<file path="config.mk">
export PLATFORM = sky130hd
export DESIGN_NAME = rsa_unhash_chain_decryptor
export DESIGN_NICKNAME = d
export VERILOG_FILES = /design/src/hdl/ruhc_pkg.sv /design/src/hdl/rsa_unhash_chain_decryptor.sv /design/src/hdl/ruhc_modmul.sv /design/src/hdl/ruhc_modexp.sv
export VERILOG_INCLUDE_DIRS = /design/src /design/src/hdl
export SDC_FILE = /design/constraint.sdc
export NUM_CORES = 2
export LEC_CHECK = 0
export ABC_AREA = 1
export BUFFER_PORTS_ARGS = -buffer_cell sky130_fd_sc_hd__buf_4
export CAP_MARGIN = 25
export CORE_ASPECT_RATIO = 0.9
export CORE_UTILIZATION = 45
export DETAILED_ROUTE_END_ITERATION = 7
export GPL_TIMING_DRIVEN = 1
export PLACE_DENSITY = 0.68
export SYNTH_ARGS = -nofsm -noshare
export SYNTH_HDL_FRONTEND = slang
export SYNTH_HIERARCHICAL = 1
export SYNTH_SLANG_ARGS = --single-unit
</file>
<file path="constraint.sdc">
create_clock -name clk -period 6.5 [get_ports clk]
set_input_delay 0.975 -clock clk [delete_from_list [all_inputs] [get_ports clk]]
set_output_delay 0.975 -clock clk [all_outputs]
set_load 0.05 [all_outputs]
</file>
<file path="src/hdl/rsa_unhash_chain_decryptor_macros.svh">
// assertion macros shared by the decryptor rtl
// no dependencies; included by the files that carry concurrent checks
`ifndef RSA_UNHASH_CHAIN_DECRYPTOR_MACROS_SVH
`define RSA_UNHASH_CHAIN_DECRYPTOR_MACROS_SVH

// antecedent implies consequent in the same cycle
`define RUHC_ASSERT_IMPLY(lbl, clk, rst, ante, cons) \
  lbl: assert property (@(posedge clk) disable iff (rst) (ante) |-> (cons)) \
    else $error("ruhc check failed");

// antecedent implies consequent in the next cycle
`define RUHC_ASSERT_NEXT(lbl, clk, rst, ante, cons) \
  lbl: assert property (@(posedge clk) disable iff (rst) (ante) |=> (cons)) \
    else $error("ruhc check failed");

`endif

</file>
<file path="src/hdl/ruhc_pkg.sv">
// shared constants, types and substitution table of the unhash chain decryptor
// no dependencies; used by ruhc_modmul, ruhc_modexp and the top level
package ruhc_pkg;

  localparam int WORD_BITS   = 32;
  localparam int PROD_W      = 2 * WORD_BITS;
  localparam int TABLE_SIZE  = 128;
  localparam int TABLE_IDX_W = $clog2(TABLE_SIZE);
  localparam int CHAR_W      = 8;
  localparam int CFG_IDX_W   = 2;

  // register indexes of the config port
  localparam logic [CFG_IDX_W-1:0] CFG_EXPONENT = 2'd0;
  localparam logic [CFG_IDX_W-1:0] CFG_MODULUS  = 2'd1;
  localparam logic [CFG_IDX_W-1:0] CFG_NONCE    = 2'd2;

  localparam logic [WORD_BITS-1:0] EXPONENT_RESET = '0;
  localparam logic [WORD_BITS-1:0] MODULUS_RESET  = WORD_BITS'(2);
  localparam logic [WORD_BITS-1:0] NONCE_RESET    = '0;

  localparam logic [CHAR_W-1:0] SUBST_TABLE [TABLE_SIZE] = '{
    8'd110, 8'd77,  8'd85,  8'd93,  8'd101, 8'd118, 8'd89,  8'd126, 8'd111, 8'd115, 8'd92,
    8'd116, 8'd127, 8'd114, 8'd82,  8'd96,  8'd108, 8'd75,  8'd121, 8'd81,  8'd117,
    8'd78,  8'd73,  8'd94,  8'd104, 8'd95,  8'd102, 8'd125, 8'd71,  8'd80,  8'd100,
    8'd76,  8'd112, 8'd124, 8'd109, 8'd90,  8'd68,  8'd123, 8'd113, 8'd86,  8'd105,
    8'd83,  8'd91,  8'd122, 8'd103, 8'd72,  8'd106, 8'd87,  8'd70,  8'd120, 8'd69,
    8'd119, 8'd107, 8'd99,  8'd67,  8'd79,  8'd98,  8'd88,  8'd74,  8'd84,  8'd97,
    8'd66,  8'd65,  8'd64,  8'd63,  8'd62,
    8'd61,  8'd54,  8'd36,  8'd50,  8'd48,
    8'd28,  8'd45,  8'd22,  8'd58,  8'd17,  8'd31,  8'd1,   8'd21,  8'd55,  8'd29,
    8'd19,  8'd14,  8'd41,  8'd59,  8'd2,   8'd39,  8'd47,  8'd57,  8'd6,   8'd35,
    8'd42,  8'd10,  8'd3,   8'd23,  8'd25,  8'd15,  8'd60,  8'd56,  8'd53,  8'd30,
    8'd4,   8'd26,  8'd44,  8'd24,  8'd40,  8'd46,  8'd52,  8'd16,  8'd34,  8'd0,
    8'd8,   8'd32,  8'd38,  8'd13,  8'd9,   8'd11,  8'd20,  8'd5,   8'd51,  8'd49,
    8'd18,  8'd43,  8'd37,  8'd33,  8'd27,  8'd7,   8'd12
  };

  // status of the exponentiation sequencer toward the top level
  typedef struct packed {
    logic busy;
    logic done;
  } exp_stat_t;

endpackage

</file>
<file path="src/hdl/rsa_unhash_chain_decryptor.sv">
// top level: config registers, input/output stream handshakes, chain and table lookup
// depends on ruhc_pkg, ruhc_modexp and rsa_unhash_chain_decryptor_macros.svh
//
//   port group   dir  contents
//   s_axis_*     in   cipher words, tlast = end of message
//   m_axis_*     out  plain char and plain value, tuser = index fault, tlast = end of message
//   cfg_*        in   exponent, modulus, nonce writes
//
// per word the sequencer runs one modular multiply for each set exponent bit and one square for each
// exponent bit below the top set bit before the next input transfer
// each modular multiply holds the sequencer through the one-bit-per-cycle 64-by-32 reduction in the
// shared multiplier; a zero exponent runs no multiply; input not ready meanwhile
// the result sits in an output register, and a stalled output holds the next word at its end
// rst is synchronous; it clears the handshakes and the chain and sets the config registers to their reset values
`include "rsa_unhash_chain_decryptor_macros.svh"

module rsa_unhash_chain_decryptor (
  input  logic                              clk,
  input  logic                              rst,
  input  logic                              s_axis_tvalid,
  output logic                              s_axis_tready,
  input  logic [ruhc_pkg::WORD_BITS-1:0]    s_axis_tdata,   // cipher_word
  input  logic                              s_axis_tlast,   // message_end
  output logic                              m_axis_tvalid,
  input  logic                              m_axis_tready,
  output logic [ruhc_pkg::CHAR_W+ruhc_pkg::WORD_BITS-1:0]
                                            m_axis_tdata,   // plain_char, plain_value
  output logic                              m_axis_tuser,   // index_fault
  output logic                              m_axis_tlast,   // last_char
  input  logic                              cfg_wen,
  input  logic [ruhc_pkg::CFG_IDX_W-1:0]    cfg_index,
  input  logic [ruhc_pkg::WORD_BITS-1:0]    cfg_data
);

  localparam int W  = ruhc_pkg::WORD_BITS;
  localparam int CW = ruhc_pkg::CHAR_W;
  localparam int IW = ruhc_pkg::TABLE_IDX_W;

  typedef enum logic [1:0] {T_IDLE, T_BUSY, T_EMIT} top_state_t;

  top_state_t  state;
  logic [W-1:0] private_exponent;
  logic [W-1:0] modulus;
  logic [W-1:0] session_nonce;
  logic [W-1:0] chain_value;
  logic         at_message_start;
  logic         last_reg;
  logic [W-1:0] plain;

  logic [CW-1:0] out_char;
  logic [W-1:0]  out_plain;
  logic          out_fault;

  ruhc_pkg::exp_stat_t exp_stat;
  logic [W-1:0]        exp_result;
  logic                in_xfer;
  logic                out_free;
  logic                fault;
  logic [W-1:0]        chain_sel;
  logic [CW-1:0]       char_val;

  assign s_axis_tready = (state == T_IDLE);
  assign in_xfer       = s_axis_tvalid && s_axis_tready;
  assign out_free      = !m_axis_tvalid || m_axis_tready;
  assign m_axis_tdata  = {out_plain, out_char};
  assign m_axis_tuser  = out_fault;

  always_comb begin
    fault     = (plain[W-1:IW] != '0);
    chain_sel = at_message_start ? session_nonce : chain_value;
    char_val  = fault ? '0 : (ruhc_pkg::SUBST_TABLE[plain[IW-1:0]] ^ chain_sel[CW-1:0]);
  end

  ruhc_modexp u_modexp (
    .clk     (clk),
    .rst     (rst),
    .start   (in_xfer),
    .base_in (s_axis_tdata),
    .exp_in  (private_exponent),
    .m_in    (modulus),
    .stat    (exp_stat),
    .result  (exp_result)
  );

  // config writes; an index past the list is dropped
  always_ff @(posedge clk) begin
    if (rst) begin
      private_exponent <= ruhc_pkg::EXPONENT_RESET;
      modulus          <= ruhc_pkg::MODULUS_RESET;
      session_nonce    <= ruhc_pkg::NONCE_RESET;
    end else if (cfg_wen) begin
      unique case (cfg_index)
        ruhc_pkg::CFG_EXPONENT: private_exponent <= cfg_data;
        ruhc_pkg::CFG_MODULUS:  modulus          <= cfg_data;
        ruhc_pkg::CFG_NONCE:    session_nonce    <= cfg_data;
        default: ;
      endcase
    end
  end

  always_ff @(posedge clk) begin
    if (rst) begin
      state            <= T_IDLE;
      m_axis_tvalid    <= 1'b0;
      chain_value      <= '0;
      at_message_start <= 1'b1;
    end else begin
      // in the emit state a taken transfer is refilled below
      if (m_axis_tvalid && m_axis_tready && (state != T_EMIT)) begin
        m_axis_tvalid <= 1'b0;
      end
      unique case (state)
        T_IDLE: begin
          if (in_xfer) begin
            last_reg <= s_axis_tlast;
            state    <= T_BUSY;
          end
        end
        T_BUSY: begin
          if (exp_stat.done) begin
            plain <= exp_result;
            state <= T_EMIT;
          end
        end
        T_EMIT: begin
          if (out_free) begin
            m_axis_tvalid    <= 1'b1;
            out_char         <= char_val;
            out_plain        <= plain;
            out_fault        <= fault;
            m_axis_tlast     <= last_reg;
            chain_value      <= plain;
            at_message_start <= last_reg;
            state            <= T_IDLE;
          end
        end
        default: state <= T_IDLE;
      endcase
    end
  end

  `RUHC_ASSERT_NEXT(a_busy_after_accept, clk, rst, in_xfer, exp_stat.busy && !s_axis_tready)
  `RUHC_ASSERT_IMPLY(a_done_while_busy, clk, rst, exp_stat.done, state == T_BUSY)
  `RUHC_ASSERT_IMPLY(a_fault_zero_char, clk, rst, m_axis_tvalid && out_fault, out_char == '0)
  `RUHC_ASSERT_IMPLY(a_fault_matches, clk, rst, m_axis_tvalid, out_fault == (out_plain[W-1:IW] != '0))

endmodule

</file>
<file path="src/hdl/ruhc_modmul.sv">
// shared modular multiplier: one 32x32 product, then a bit-serial 64-by-32 reduction
// depends on ruhc_pkg
module ruhc_modmul (
  input  logic                           clk,
  input  logic                           rst,
  input  logic                           start,
  input  logic [ruhc_pkg::WORD_BITS-1:0] a,
  input  logic [ruhc_pkg::WORD_BITS-1:0] b,
  input  logic [ruhc_pkg::WORD_BITS-1:0] m,
  output logic                           done,
  output logic [ruhc_pkg::WORD_BITS-1:0] result
);

  localparam int W     = ruhc_pkg::WORD_BITS;
  localparam int PW    = ruhc_pkg::PROD_W;
  localparam int CNT_W = $clog2(PW);

  typedef enum logic [1:0] {MM_IDLE, MM_REDUCE, MM_DONE} mm_state_t;

  mm_state_t      state;
  logic [PW-1:0]  prod;
  logic [W-1:0]   m_reg;
  logic [W-1:0]   rem;
  logic [CNT_W-1:0] cnt;

  logic [W:0]     rem_shift;
  logic [W:0]     rem_sub;
  logic [W-1:0]   rem_next;
  logic           m_small;

  // one restoring step: bring in the next product bit, subtract if it fits
  always_comb begin
    rem_shift = {rem, prod[PW-1]};
    rem_sub   = rem_shift - {1'b0, m_reg};
    rem_next  = (rem_shift >= {1'b0, m_reg}) ? rem_sub[W-1:0] : rem_shift[W-1:0];
    m_small   = (m_reg < W'(2));
  end

  assign done = (state == MM_DONE);

  always_ff @(posedge clk) begin
    if (rst) begin
      state <= MM_IDLE;
    end else begin
      unique case (state)
        MM_IDLE: begin
          if (start) begin
            prod  <= PW'(a) * PW'(b);
            m_reg <= m;
            rem   <= '0;
            cnt   <= '0;
            state <= MM_REDUCE;
          end
        end
        MM_REDUCE: begin
          prod <= prod << 1;
          rem  <= rem_next;
          cnt  <= cnt + CNT_W'(1);
          if (cnt == CNT_W'(PW - 1)) begin
            // modulus of zero or one reduces everything to zero
            result <= m_small ? '0 : rem_next;
            state  <= MM_DONE;
          end
        end
        MM_DONE: begin
          state <= MM_IDLE;
        end
        default: state <= MM_IDLE;
      endcase
    end
  end

endmodule

</file>
<file path="src/hdl/ruhc_modexp.sv">
// right-to-left square and multiply sequencer around one shared modular multiplier
// depends on ruhc_pkg and ruhc_modmul
module ruhc_modexp (
  input  logic                           clk,
  input  logic                           rst,
  input  logic                           start,
  input  logic [ruhc_pkg::WORD_BITS-1:0] base_in,
  input  logic [ruhc_pkg::WORD_BITS-1:0] exp_in,
  input  logic [ruhc_pkg::WORD_BITS-1:0] m_in,
  output ruhc_pkg::exp_stat_t            stat,
  output logic [ruhc_pkg::WORD_BITS-1:0] result
);

  localparam int W = ruhc_pkg::WORD_BITS;

  typedef enum logic [2:0] {
    EX_IDLE, EX_CHECK, EX_MUL, EX_SHIFT, EX_SQR, EX_FINISH
  } ex_state_t;

  ex_state_t   state;
  logic [W-1:0] base;
  logic [W-1:0] acc;
  logic [W-1:0] ex;
  logic [W-1:0] m_reg;

  logic         mm_start;
  logic [W-1:0] mm_a;
  logic         mm_done;
  logic [W-1:0] mm_result;
  logic [W-1:0] ex_shift;

  always_comb begin
    ex_shift = ex >> 1;
    mm_start = ((state == EX_CHECK) && (ex != '0) && ex[0]) ||
               ((state == EX_SHIFT) && (ex_shift != '0));
    // multiply step uses acc * base, square step base * base
    mm_a     = (state == EX_CHECK) ? acc : base;
  end

  ruhc_modmul u_modmul (
    .clk    (clk),
    .rst    (rst),
    .start  (mm_start),
    .a      (mm_a),
    .b      (base),
    .m      (m_reg),
    .done   (mm_done),
    .result (mm_result)
  );

  assign stat.busy = (state != EX_IDLE);
  assign stat.done = (state == EX_FINISH);
  assign result    = acc;

  always_ff @(posedge clk) begin
    if (rst) begin
      state <= EX_IDLE;
    end else begin
      unique case (state)
        EX_IDLE: begin
          if (start) begin
            base  <= base_in;
            ex    <= exp_in;
            m_reg <= m_in;
            acc   <= W'(1);
            state <= EX_CHECK;
          end
        end
        EX_CHECK: begin
          if (ex == '0) begin
            state <= EX_FINISH;
          end else if (ex[0]) begin
            state <= EX_MUL;
          end else begin
            state <= EX_SHIFT;
          end
        end
        EX_MUL: begin
          if (mm_done) begin
            acc   <= mm_result;
            state <= EX_SHIFT;
          end
        end
        EX_SHIFT: begin
          ex <= ex_shift;
          // no square after the top exponent bit
          if (ex_shift != '0) begin
            state <= EX_SQR;
          end else begin
            state <= EX_FINISH;
          end
        end
        EX_SQR: begin
          if (mm_done) begin
            base  <= mm_result;
            state <= EX_CHECK;
          end
        end
        EX_FINISH: begin
          state <= EX_IDLE;
        end
        default: state <= EX_IDLE;
      endcase
    end
  end

endmodule
</file>
==> flow_summary.yaml <==
run_status:
  outcome: "finished with violations"
  violations: "negative setup slack"
placement:
  place_hpwl_mm: 134.9
  placedInstanceArea_um2: 63600
  portBuffers: 115
  gp_congestion: 0.9744
  dp_cells: 9245
floorplanning:
  die_w_um: 377.4
  die_h_um: 339.8
  core-area_um2: 125400
  ios: 116
  die_area_um2: 128300
  num_rows: 123
  initial_core_util_pct: 45.50
setup_path:
  cp_common_cell: "fa_1"
  r2r_cells: 33
  start_kind: "register"
  crit_cells: 33
  r2r-end: "u_modexp/u_modmul/prod[60]"
  setup.worst_path.class: "reg2reg"
  worst_r2r_startpoint: "u_modexp/state[1]"
  cp_slowest_stage_delay_ns: 0.60
  r2r_slack_ns: -1.15
  arrival_ns: 7.96
  cp_top_family: "adder cells"
  cp-end-kind: "register"
  path_max_fanout: 8
  worstPathRequired_ns: 6.81
  crit_buf_inv: 10
  cpMaxStageDelayCell: "fa_2"
sta:
  min_period_ns: 7.654
  finalSetupViolCount: 55
  maxSlewHeadroom_pct: 31.99
  report.final.slew_viol_count: 0
  worst_pin_slew_ns: 1.019
  postLayoutSetupSlackWorst_ns: -1.154
  timing.hold.ws_ns: 0.4123
  max_freq_ghz: 0.1306
  fin_crit_sh_pct: 117.8
  finalHoldViolCount: 0
  fin_skew_ns: 0.06891
  setup_tns_ns: -49.16
  rsz0062_at_grt: "true"
clock_tree:
  cts_root_buffer: "clkbuf_16"
  cts_sinks: 458
  cts_tree: "done"
  htree_levels: 2
  ctsHoldBuffers: 0
  cts_buffers: 48
  clock_latency_ns: 0.61
  clk_pin_slew_ns: 0.06
  cts.path.max_buffers: 3
route:
  drt.antenna.violating_nets: 0
  top_layer: "met5"
  drt_iter0_markers: 4370
  wl_met3_mm: 15.36
  met2_length_mm: 77.44
  post-route-drc-count: 0
  met1_length_mm: 73.82
  viasPerCell: 5.038
  wire_per_inst_um: 18.20
  routed-via-count: 47530
  routed_wl_mm: 171.7
  firstDrtPassIters: 8
finish:
  stdcell_count: 9434
  syn_to_final_growth_pct: 20.83
  top_register: "u_modexp/u_modmul/prod"
  layout.cells.most_common_list: "nand2_1, inv_1, fa_1"
  design_area_um2: 68960
  final_nets: 8980
  antenna_cells: 0
  largest_reg_flops: 64
  drive_above_1_share_pct: 18.54
  layout_commonest_cell: "nand2_1"
global_route:
  grt_pass1_vias: 48330
  antenna_found_initial: 1
  grt_pass1_wl_mm: 265.4
  overflow: 0
  grt_max_degree: 96
  grt_usage_pct: 26.44
logic_synthesis:
  netlist_instances: 7276
  ys_seq_area_share_pct: 22.54
  netlist_area_um2: 57070
  syn_avg_cell_area_um2: 7.844
  synth_cell_types: 43
  yosysWarnings: 6
  synth_nets: 8549
  synth_edf_count: 369
  yosys_most_used_dff: "edfxtp_1"
  synthArstFlopShare_pct: 0
  synth_seq_cells: 458
min_path:
  hold_class: "reg2reg"
  min_from: "u_modexp/m_reg[24]"
  holdPathStages: 0
  worstHoldEndpoint: "u_modexp/u_modmul/m_reg[24]"
job:
  drv_cap: 0
Yosys cell counts (2+ instances only):
library cell	count	area (um^2)
nand2_2	10	62.56
nor4_1	11	68.82
buf_6	5	56.30
fa_1	897	17960
o21ai_1	2	10.01
or2_2	13	81.33
xor2_1	2	17.52
nand3_1	217	1086
buf_2	27	135.1
dfxtp_1	89	1782
nand4_1	18	112.6
a31oi_1	3	18.77
a21oi_1	121	605.6
clkinv_1	4	15.01
buf_1	3	11.26
nor3_1	17	85.08
o21ai_0	164	820.8
o211ai_1	4	30.03
nor2_2	8	50.05
nand3_2	10	100.1
o21bai_1	17	127.6
xnor2_1	33	289.0
nor3_2	2	20.02
or2_1	2	12.51
o21a_1	3	22.52
inv_1	1908	7162
nor3_4	2	32.53
edfxtp_1	369	11080
clkbuf_1	238	893.4
nor2_1	465	1745
nand2_1	2272	8528
and2_1	6	37.54
inv_2	6	22.52
ha_1	304	3804
nand3b_1	12	90.09
buf_4	5	37.54
area by class of cell:
cell class	instances	area [um^2]
Clock buffer	57	1315
Timing Repair Buffer	661	6300
Fill cell	11080	56470
Sequential cell	458	12870
Tap cell	1687	2111
Clock inverter	33	407.9
Inverter	1919	7236
Multi-Input combinational cell	4619	38720
repair_timing:
action                     in CTS  in global routing
setup endpoints to repair      55                 55
setup buffers                  42                 50
gates cloned                    6                  7
pin swaps                      81                225
gates resized for setup       356                370
worst max-delay path by stage:
stage	from	end	slack [ns]
final	u_modexp/state[1]	u_modexp/u_modmul/prod[60]	-1.15
after detailed placement	u_modexp/state[0]	u_modexp/u_modmul/prod[60]	-1.23
after global routing	u_modexp/state[0]	u_modexp/u_modmul/prod[60]	-1.38
after CTS	u_modexp/state[1]	u_modexp/u_modmul/prod[54]	-0.98
after floorplan	u_modexp/state[0]	u_modexp/u_modmul/prod[62]	-0.44
after global placement	u_modexp/state[0]	u_modexp/u_modmul/prod[56]	-1.17
layer usage:
metal,GRT usage (%),up-vias
li1,-,21950
met1,38.62,23320
met2,41.77,1965
met3,3.466,297
met4,6.208,2
met5,0,-
cells by family after synthesis:
kind of cell,count (synthesis),synth area share [%]
fa+ha+maj,1201,38.13
xor+xnor,35,0.5371
simple gates,3066,21.24
flops,458,22.54
buf+inv,2199,14.65
compound gates,317,2.903
metrics by stage:
step / worst slack (ns) / utilization (%)
after floorplan: -0.4362 / -
after global placement: -1.166 / 50.69
after detailed placement: -1.231 / 50.70
after CTS: -0.9810 / 53.50
after global routing: -1.381 / 54.98
final: -1.154 / 54.98
Power is not shown: default switching activity piles up to over one toggle a cycle in this logic, so the estimate is an artifact.
